## src/rtl/core/wbf_pkg.sv

```systemverilog
// ----------------------------------------------------------------------------
// wbf_pkg
// Shared constants, register indexes and controller/datapath bundles for the
// winnowing bit fingerprint block.
// ----------------------------------------------------------------------------
package wbf_pkg;

  localparam int unsigned WINDOW_MAX_DEF = 32;
  localparam int unsigned FP_BITS_DEF    = 4096;

  localparam int unsigned HASH_W    = 32;
  localparam int unsigned CNT_W     = 24;
  localparam int unsigned WS_W      = 6;
  localparam int unsigned MSB_W     = 13;
  localparam int unsigned CFG_W     = 13;
  localparam int unsigned CFG_IDX_W = 1;
  localparam int unsigned STATUS_W  = 2;
  // File tag stored per fingerprint bit
  localparam int unsigned EP_W      = 8;

  localparam logic [CNT_W-1:0] CNT_MAX = '1;

  localparam logic [CFG_IDX_W-1:0] REG_WINDOW_SIZE  = 1'd0;
  localparam logic [CFG_IDX_W-1:0] REG_MAX_SET_BITS = 1'd1;

  localparam logic [WS_W-1:0]  WS_RESET  = 6'd12;
  localparam logic [MSB_W-1:0] MSB_RESET = 13'd2048;

  localparam logic [STATUS_W-1:0] ST_OK        = 2'd0;
  localparam logic [STATUS_W-1:0] ST_TOO_FEW   = 2'd1;
  localparam logic [STATUS_W-1:0] ST_TOO_MANY  = 2'd2;

  typedef struct packed {
    logic accept;
    logic scan_init;
    logic scan_step;
    logic scan_commit;
    logic take_new;
    logic mod_step;
    logic fp_upd;
    logic load_out;
    logic clr_step;
  } cmd_t;

  typedef struct packed {
    logic rescan;
    logic new_min;
    logic scan_done;
    logic mod_done;
    logic last;
    logic ep_wrap;
    logic clr_done;
  } sts_t;

endpackage

```

## src/rtl/core/wbf_ctrl.sv

```systemverilog
// ----------------------------------------------------------------------------
// wbf_ctrl
// Sequencer: accepts one hash, steps window rescan, bit index reduction and
// fingerprint update, hands the result to the output register.
// ----------------------------------------------------------------------------
module wbf_ctrl (
  input  logic          clk_i,
  input  logic          rst_ni,
  input  logic          in_valid_i,
  output logic          in_stall_o,
  output logic          out_valid_o,
  input  logic          out_stall_i,
  input  wbf_pkg::sts_t sts_i,
  output wbf_pkg::cmd_t cmd_o
);
  import wbf_pkg::*;

  typedef enum logic [2:0] {
    S_CLR, S_IDLE, S_DEC, S_SCAN, S_MOD, S_RD, S_WR, S_FIN
  } state_e;

  state_e state_q, state_d;
  logic   out_valid_q, out_valid_d;
  logic   out_free;

  assign out_free = !out_valid_q || !out_stall_i;

  always_comb begin
    cmd_o   = '0;
    state_d = state_q;
    case (state_q)
      S_CLR: begin
        cmd_o.clr_step = 1'b1;
        if (sts_i.clr_done) state_d = S_IDLE;
      end
      S_IDLE: begin
        if (in_valid_i) begin
          cmd_o.accept = 1'b1;
          state_d      = S_DEC;
        end
      end
      S_DEC: begin
        if (sts_i.rescan) begin
          cmd_o.scan_init = 1'b1;
          state_d         = S_SCAN;
        end else if (sts_i.new_min) begin
          cmd_o.take_new = 1'b1;
          state_d        = S_MOD;
        end else begin
          state_d = S_FIN;
        end
      end
      S_SCAN: begin
        if (sts_i.scan_done) begin
          cmd_o.scan_commit = 1'b1;
          state_d           = S_MOD;
        end else begin
          cmd_o.scan_step = 1'b1;
        end
      end
      S_MOD: begin
        if (sts_i.mod_done) state_d = S_RD;
        else cmd_o.mod_step = 1'b1;
      end
      S_RD: state_d = S_WR;
      S_WR: begin
        cmd_o.fp_upd = 1'b1;
        state_d      = S_FIN;
      end
      S_FIN: begin
        if (out_free) begin
          cmd_o.load_out = 1'b1;
          state_d        = (sts_i.last && sts_i.ep_wrap) ? S_CLR : S_IDLE;
        end
      end
      default: state_d = S_IDLE;
    endcase
  end

  always_comb begin
    out_valid_d = out_valid_q;
    if (cmd_o.load_out) out_valid_d = 1'b1;
    else if (!out_stall_i) out_valid_d = 1'b0;
  end

  always_ff @(posedge clk_i or negedge rst_ni) begin
    if (!rst_ni) begin
      state_q     <= S_CLR;
      out_valid_q <= 1'b0;
    end else begin
      state_q     <= state_d;
      out_valid_q <= out_valid_d;
    end
  end

  assign in_stall_o  = (state_q != S_IDLE);
  assign out_valid_o = out_valid_q;

endmodule

```

## config.mk

```make
export PLATFORM = sky130hd
export DESIGN_NAME = wbf_ctrl
export DESIGN_NICKNAME = d
export VERILOG_FILES = /design/src/rtl/core/wbf_pkg.sv /design/src/rtl/core/wbf_ctrl.sv
export SDC_FILE = /design/constraint.sdc
export NUM_CORES = 1
export LEC_CHECK = 0
export BUFFER_PORTS_ARGS = -buffer_cell sky130_fd_sc_hd__buf_2
export CAP_MARGIN = 20
export CELL_PAD_IN_SITES_DETAIL_PLACEMENT = 0
export CELL_PAD_IN_SITES_GLOBAL_PLACEMENT = 1
export CORE_MARGIN = 4
export CORE_UTILIZATION = 25
export CTS_CLUSTER_DIAMETER = 120
export CTS_CLUSTER_SIZE = 40
export DETAILED_ROUTE_END_ITERATION = 16
export GPL_TIMING_DRIVEN = 0
export PLACE_DENSITY = 0.8
export REMOVE_ABC_BUFFERS = 1
export SLEW_MARGIN = 10
export SYNTH_ARGS = -nofsm -noshare
export SYNTH_HDL_FRONTEND = slang
export SYNTH_SLANG_ARGS = --single-unit
```

## constraint.sdc

```tcl
create_clock -name clk_i -period 1.2 [get_ports clk_i]
set_input_delay 0.24 -clock clk_i [delete_from_list [all_inputs] [get_ports clk_i]]
set_output_delay 0.24 -clock clk_i [all_outputs]
set_load 0.01 [all_outputs]
```

Word-level counts from Yosys, hierarchy flattened
Cells that the tools add are included.

cells by class
  equal/unequal tests = 14
  reductions and logical operators = 6
  mux-type cells = 27

operators with widths
  cell                                                             number
  3-bit case mux with 8 select lines                               1
  1-bit two-way mux                                                18
  3-bit two-way mux                                                6
  3-bit == test, second input constant                             4
  2-bit != test, second input constant                             5
  3-bit by 2-bit == test with 1-bit output, second input constant  2
  5-bit AND reduction                                              1
  2-bit two-way mux                                                2
  3-bit by 1-bit == test with 1-bit output, second input constant  1
  3-bit logical NOT                                                1
  3-bit by 1-bit != test with 1-bit output, second input constant  1
  1-bit logical NOT                                                2
  2-bit by 1-bit != test with 1-bit output, second input constant  1
  1-bit logical AND                                                1
  1-bit logical OR                                                 1

storage, ports and cells
  input bits = 11
  register bits after elaboration = 4
  output and inout bits = 11
  word-level logic and storage cells = 49

Depth between registers and ports, before layout
Gate-level depths: netlist of run 1.

  depth in word-level cells = 5
  gate-level depth with buffers = 5
  depth with buffers taken out = 3

Worst setup path before layout of run 1
Ideal clock, no wire load.

  kind = flip-flop to output port
  start = register state_q[2]
  end = output port cmd_o[7] (netlist bit)
  path slack = -0.137 ns
  stages on the path, launching flop included = 4
  arrival = 1.097 ns
  path buffers = 2
  required time = 0.960 ns
  cell sequence = dfrtp_1 > buf_6 > buf_4 > nor4bb_1

RTL lines
  item                    line            RTL
  start, declared         wbf_ctrl.sv:22  state_e state_q, state_d;
  start signal, assigned  wbf_ctrl.sv:91  state_q <= state_d;
  end, declared           wbf_ctrl.sv:14  output wbf_pkg::cmd_t cmd_o

==> impl_metrics.json, run 1 <==
{
  "cp-end-kind": "output pin",
  "crit_buf_inv": 2,
  "die_x_um": 46.9,
  "layout_commonest_cell": "buf_2",
  "path_cells": "buf_4 > nor4bb_2 > buf_2",
  "finalClockSkew_ns": 0.000999,
  "critPathMaxFanout": 5,
  "async_flop_share_pct": 100,
  "syn_area_um2": 378,
  "finalHoldViolations": 0,
  "synthTopCellsByArea": "dfrtp_1 26%, buf_4 7.9%, nor4b_2 7.9%",
  "grt_pass1_vias": 420,
  "drc": 0,
  "cts-buffers-inserted": 3,
  "multiInputGateArea_um2": 289,
  "die_area_um2": 2200,
  "portBuffers": 21,
  "core_um2": 1370,
  "p_sw_share_pct": 40.3,
  "worstMarginPinSlew_ns": 0.331,
  "drtPass1Iterations": 4,
  "critPathMaxStageDelay_ns": 0.41,
  "final_area_um2": 738,
  "fmax_mhz": 670,
  "critical_path.slowest_cell": "dfrtp_2",
  "layout_min_cycle_time_ns": 1.49,
  "setup_tns_ns": -2.21,
  "wl_per_cell_um": 14.5,
  "violations": "negative setup slack",
  "ios": 22,
  "status": "finished with violations",
  "grt_max_degree": 16,
  "start_kind": "flop",
  "cts_tree": "yes",
  "numClockSinks": 4,
  "power_frac_seq_pct": 14.5,
  "p_per_area_nw_per_um2": 2650,
  "antenna_found_initial": 0,
  "layout_common_cells": "21 x buf_2, 11 x buf_4, 6 x buf_6, 4 x nand2_1",
  "maxCapViolCount": 0,
  "gr-total-overflow": 0,
  "rsz0062_at_grt": "true",
  "grt_pass1_wl_mm": 1.70,
  "relSlewSlack_pct": 77.9,
  "place_area_um2": 460,
  "p_comb_share_pct": 77.3,
  "grtUsageTotal_pct": 11.1,
  "clock_path_buffers": 2,
  "intPower_mw": 1.17,
  "yosysWarningCount": 0,
  "timing.final.crit_share_pct": 124,
  "initialDrtViolationCount": 4,
  "diodes": 0,
  "nFillCells": 130,
  "setup_violations": 12,
  "clk_latency_ns": 0.23,
  "synth_cells": 43,
  "placedCellCount": 74,
  "synthDistinctLibCells": 24,
  "synthFlopType": "dfrtp_1",
  "gp_congestion": 0.701,
  "seq_area_um2": 104,
  "h-tree-depth": 1,
  "fin_ws_ns": -0.293,
  "synth_seq_cells": 4,
  "crit_family": "flip-flops",
  "layout-drive-gt1-share_pct": 70.7,
  "final_antenna_net_count": 0,
  "route.vias.total": 491,
  "cts_root_buffer": "clkbuf_4",
  "post-place-ws_ns": -0.276,
  "postSynthAreaPerCell_um2": 8.79,
  "worstPathRequired_ns": 0.96,
  "p_leak_nw": 0.375,
  "peakVddDrop_uv": 1040,
  "clkPwrFrac_pct": 8.2,
  "instances_no_fill": 97,
  "vias_per_cell": 5.06,
  "synth_edf_count": 0,
  "power_switching_uw": 789,
  "area_growth_pct": 95.4,
  "rows": 13,
  "slew_violations": 0,
  "cts.clk_slew.worst_paths_ns": 0.04,
  "holdCritPathClass": "primary input to async pin",
  "critPathKind": "flop to output pin",
  "utilization_pct": 54.0,
  "initial_utilization_pct": 27.7,
  "wl_mm": 1.41,
  "cp.arrival_ns": 1.25,
  "dieHeight_um": 46.9,
  "ys_seq_area_share_pct": 26.5,
  "synth_top_area_share_pct": 26.5,
  "layout.nets": 95,
  "dp_hpwl_um": 663,
  "synth.largest_area_cell": "dfrtp_1"
}
worst paths after layout:
path	from	to	slack [ns]	cells past startpoint
worst max-delay path	state_q[0]	cmd_o[7]	-0.29	3
worst min-delay path	rst_ni	out_valid_o	0.35	2
worst max register to register	state_q[1]	state_q[0]	-0.14	5
worst min register to register	out_valid_o	out_valid_o	0.66	2
max in group asynchronous	rst_ni	state_q[0]	0.72	2
min in group clk_i	out_stall_i	out_valid_o	0.40	3
registers in the layout, indices dropped and copies added, names as in the netlist:
| register | count |
|---|---|
| state_q | 3 |
| out_valid_o | 1 |
synth_stat cells, types with 2 or more instances:
master / n
a211oi_1: 2
a21oi_1: 2
and3_1: 2
buf_4: 4
dfrtp_1: 4
nand2_1: 4
nand2b_1: 3
nor2_1: 3
nor3_1: 2
nor4b_2: 2
o31ai_1: 2
layer usage:
layer  GRT usage, %  wire, µm  part of all wire, %  vias up
met4           8.29         0                    0        0
li1               -         -                    -      240
met5              0         0                    0        -
met3              0        70                  5.0        0
met1           14.2       603                   43      235
met2           17.9       731                   52       16
power groups by stage:
stage               Combinational [mW]  Sequential, mW  Clock [mW]
floorplan                        0.363           0.391           0
finish                            1.51           0.283       0.161
detailed placement               0.519           0.440           0
global route                      1.63           0.286       0.175
CTS                              0.988           0.317       0.171
global placement                 0.516           0.438           0
cell families after synthesis:
logic type / share of synthesized area [%]
AND/OR/NAND/NOR: 44.0
AO/OA/AOI/OAI: 17.5
buffers and inverters: 11.9
flip-flops: 26.5
what timing repair did:
item                       CTS  global route
resized for setup           13            16
hold endpoints to repair     4             0
pin swaps                    2             7
setup endpoints to repair   12            12
buffers inserted            10            10
hold buffers                 1             0
layout make-up:
class / instances / share of cell area (%)
timing repair buffer: 41 / 40.7
multi-input combinational: 33 / 39.2
sequential: 4 / 14.1
clock buffer: 3 / 3.05
tap: 15 / 2.54
inverter: 1 / 0.508
metrics by stage:
stage / power [mW] / hold WS, ns
6_report: 1.96 / 0.346
4_1_cts: 1.48 / 0.337
2_1_floorplan: 0.754 / -0.0556
3_3_place_gp: 0.954 / 0.0476
3_5_place_dp: 0.959 / 0.0501
5_1_grt: 2.09 / 0.365
(Power assumes the default switching activity.)
==> run 2: changes to the inputs <==
==> constraint.sdc (replaced) <==
create_clock -name clk_i -period 1.35 [get_ports clk_i]
set_input_delay 0.27 -clock clk_i [delete_from_list [all_inputs] [get_ports clk_i]]
set_output_delay 0.27 -clock clk_i [all_outputs]
set_load 0.01 [all_outputs]
==> impl_metrics.json, run 2 (synthesis gave the netlist of run 1 again) <==
{
  "dieHeight_um": 46.9,
  "hold_slack_ns": 0.384,
  "gr-total-overflow": 0,
  "cp-end-kind": "output pin",
  "p_leak_nw": 0.319,
  "antenna_found_initial": 0,
  "initialDrtViolationCount": 2,
  "cts-buffers-inserted": 3,
  "fin_ws_ns": -0.129,
  "grtUsageTotal_pct": 11.3,
  "core_um2": 1370,
  "layout_common_cells": "21 x buf_2, 6 x buf_4, 4 x nand2_1, 4 x clkbuf_4, 4 x buf_6",
  "dp_hpwl_um": 663,
  "layout_commonest_cell": "buf_2",
  "nFillCells": 139,
  "drtPass1Iterations": 3,
  "cts.clk_slew.worst_paths_ns": 0.04,
  "cts_tree": "yes",
  "drc": 0,
  "multiInputGateArea_um2": 263,
  "p_per_area_nw_per_um2": 2210,
  "wl_per_cell_um": 13.3,
  "rsz0062_at_grt": "true",
  "gp_congestion": 0.701,
  "layout.nets": 87,
  "post-place-ws_ns": -0.126,
  "seq_area_um2": 104,
  "relSlewSlack_pct": 78.1,
  "timing.final.crit_share_pct": 110,
  "final_antenna_net_count": 0,
  "finalClockSkew_ns": 0.00424,
  "route.vias.total": 443,
  "cp.arrival_ns": 1.21,
  "layout_min_cycle_time_ns": 1.48,
  "setup_tns_ns": -0.835,
  "area_growth_pct": 65.2,
  "wl_mm": 1.19,
  "worstMarginPinSlew_ns": 0.327,
  "die_x_um": 46.9,
  "layout-drive-gt1-share_pct": 58.1,
  "start_kind": "flop",
  "critPathKind": "flop to output pin",
  "setup_violations": 10,
  "h-tree-depth": 1,
  "slew_violations": 0,
  "grt_pass1_vias": 425,
  "status": "finished with violations",
  "numClockSinks": 4,
  "diodes": 0,
  "violations": "negative setup slack",
  "vias_per_cell": 4.98,
  "rows": 13,
  "peakVddDrop_uv": 649,
  "clk_latency_ns": 0.23,
  "grt_max_degree": 16,
  "cts_root_buffer": "clkbuf_4",
  "clock_path_buffers": 2,
  "critPathMaxFanout": 7,
  "fmax_mhz": 676,
  "initial_utilization_pct": 27.7,
  "ios": 22,
  "largest_reg_flops": 3,
  "maxCapViolCount": 0,
  "die_area_um2": 2200,
  "holdCritPathClass": "primary input to async pin",
  "worstPathRequired_ns": 1.08,
  "regMostFlops": "state_q",
  "finalHoldViolations": 0,
  "portBuffers": 21,
  "grt_pass1_wl_mm": 1.73
}
-- run 2: layer usage --
metal / up-vias / GRT usage, % / part of all wire (%)
li1: 221 / - / -
met2: 14 / 19.0 / 49
met5: - / 0 / 0
met4: 0 / 8.29 / 0
met3: 0 / 0 / 5.1
met1: 208 / 13.7 / 46
-- run 2: final cells by class --
cell class                 count  area share (%)
tap                           15            3.01
sequential                     4            16.6
timing repair buffer          33            34.1
inverter                       1           0.601
multi-input combinational     33            42.1
clock buffer                   3            3.61
-- run 2: power by group --
group,switching (mW),internal [mW],leakage (nW)
Clock,0.0460,0.0993,0.0138
Combinational,0.456,0.498,0.261
Sequential,0.0881,0.192,0.0441
-- run 2: timing repair --
action	CTS	global route
setup buffers	8	3
endpoints found under the setup margin	11	11
pin swaps	3	2
endpoints found under the hold margin	4	0
gates resized for setup	12	4
hold buffers	1	0
-- run 2: critical path, cell delays in order, from the launching register on --
cell and delay (ns):
dfrtp_2 0.40, clkbuf_4 0.18, nor4b_4 0.24, buf_2 0.16
-- run 2: final timing paths --
path / from / endpoint / slack [ns] / cells after the start
worst max-delay path: state_q[1] / cmd_o[3] / -0.13 / 3
worst min-delay path: rst_ni / state_q[0] / 0.38 / 2
worst max register to register: state_q[2] / state_q[0] / -0.01 / 4
worst min register to register: state_q[0] / out_valid_o / 0.67 / 3
max in group asynchronous: rst_ni / state_q[2] / 0.82 / 2
min in group clk_i: sts_i[1] / state_q[0] / 0.41 / 4
-- run 2: stage by stage --
stage          cell area [µm²]  cells  power (mW)  util (%)
3_5_place_dp               460     74       0.853      33.7
5_1_grt                    624     89        1.49      45.7
6_report                   624     89        1.38      45.7
2_1_floorplan              337     38       0.670         -
4_1_cts                    578     86        1.25      42.3
3_3_place_gp               460     74       0.848      33.7
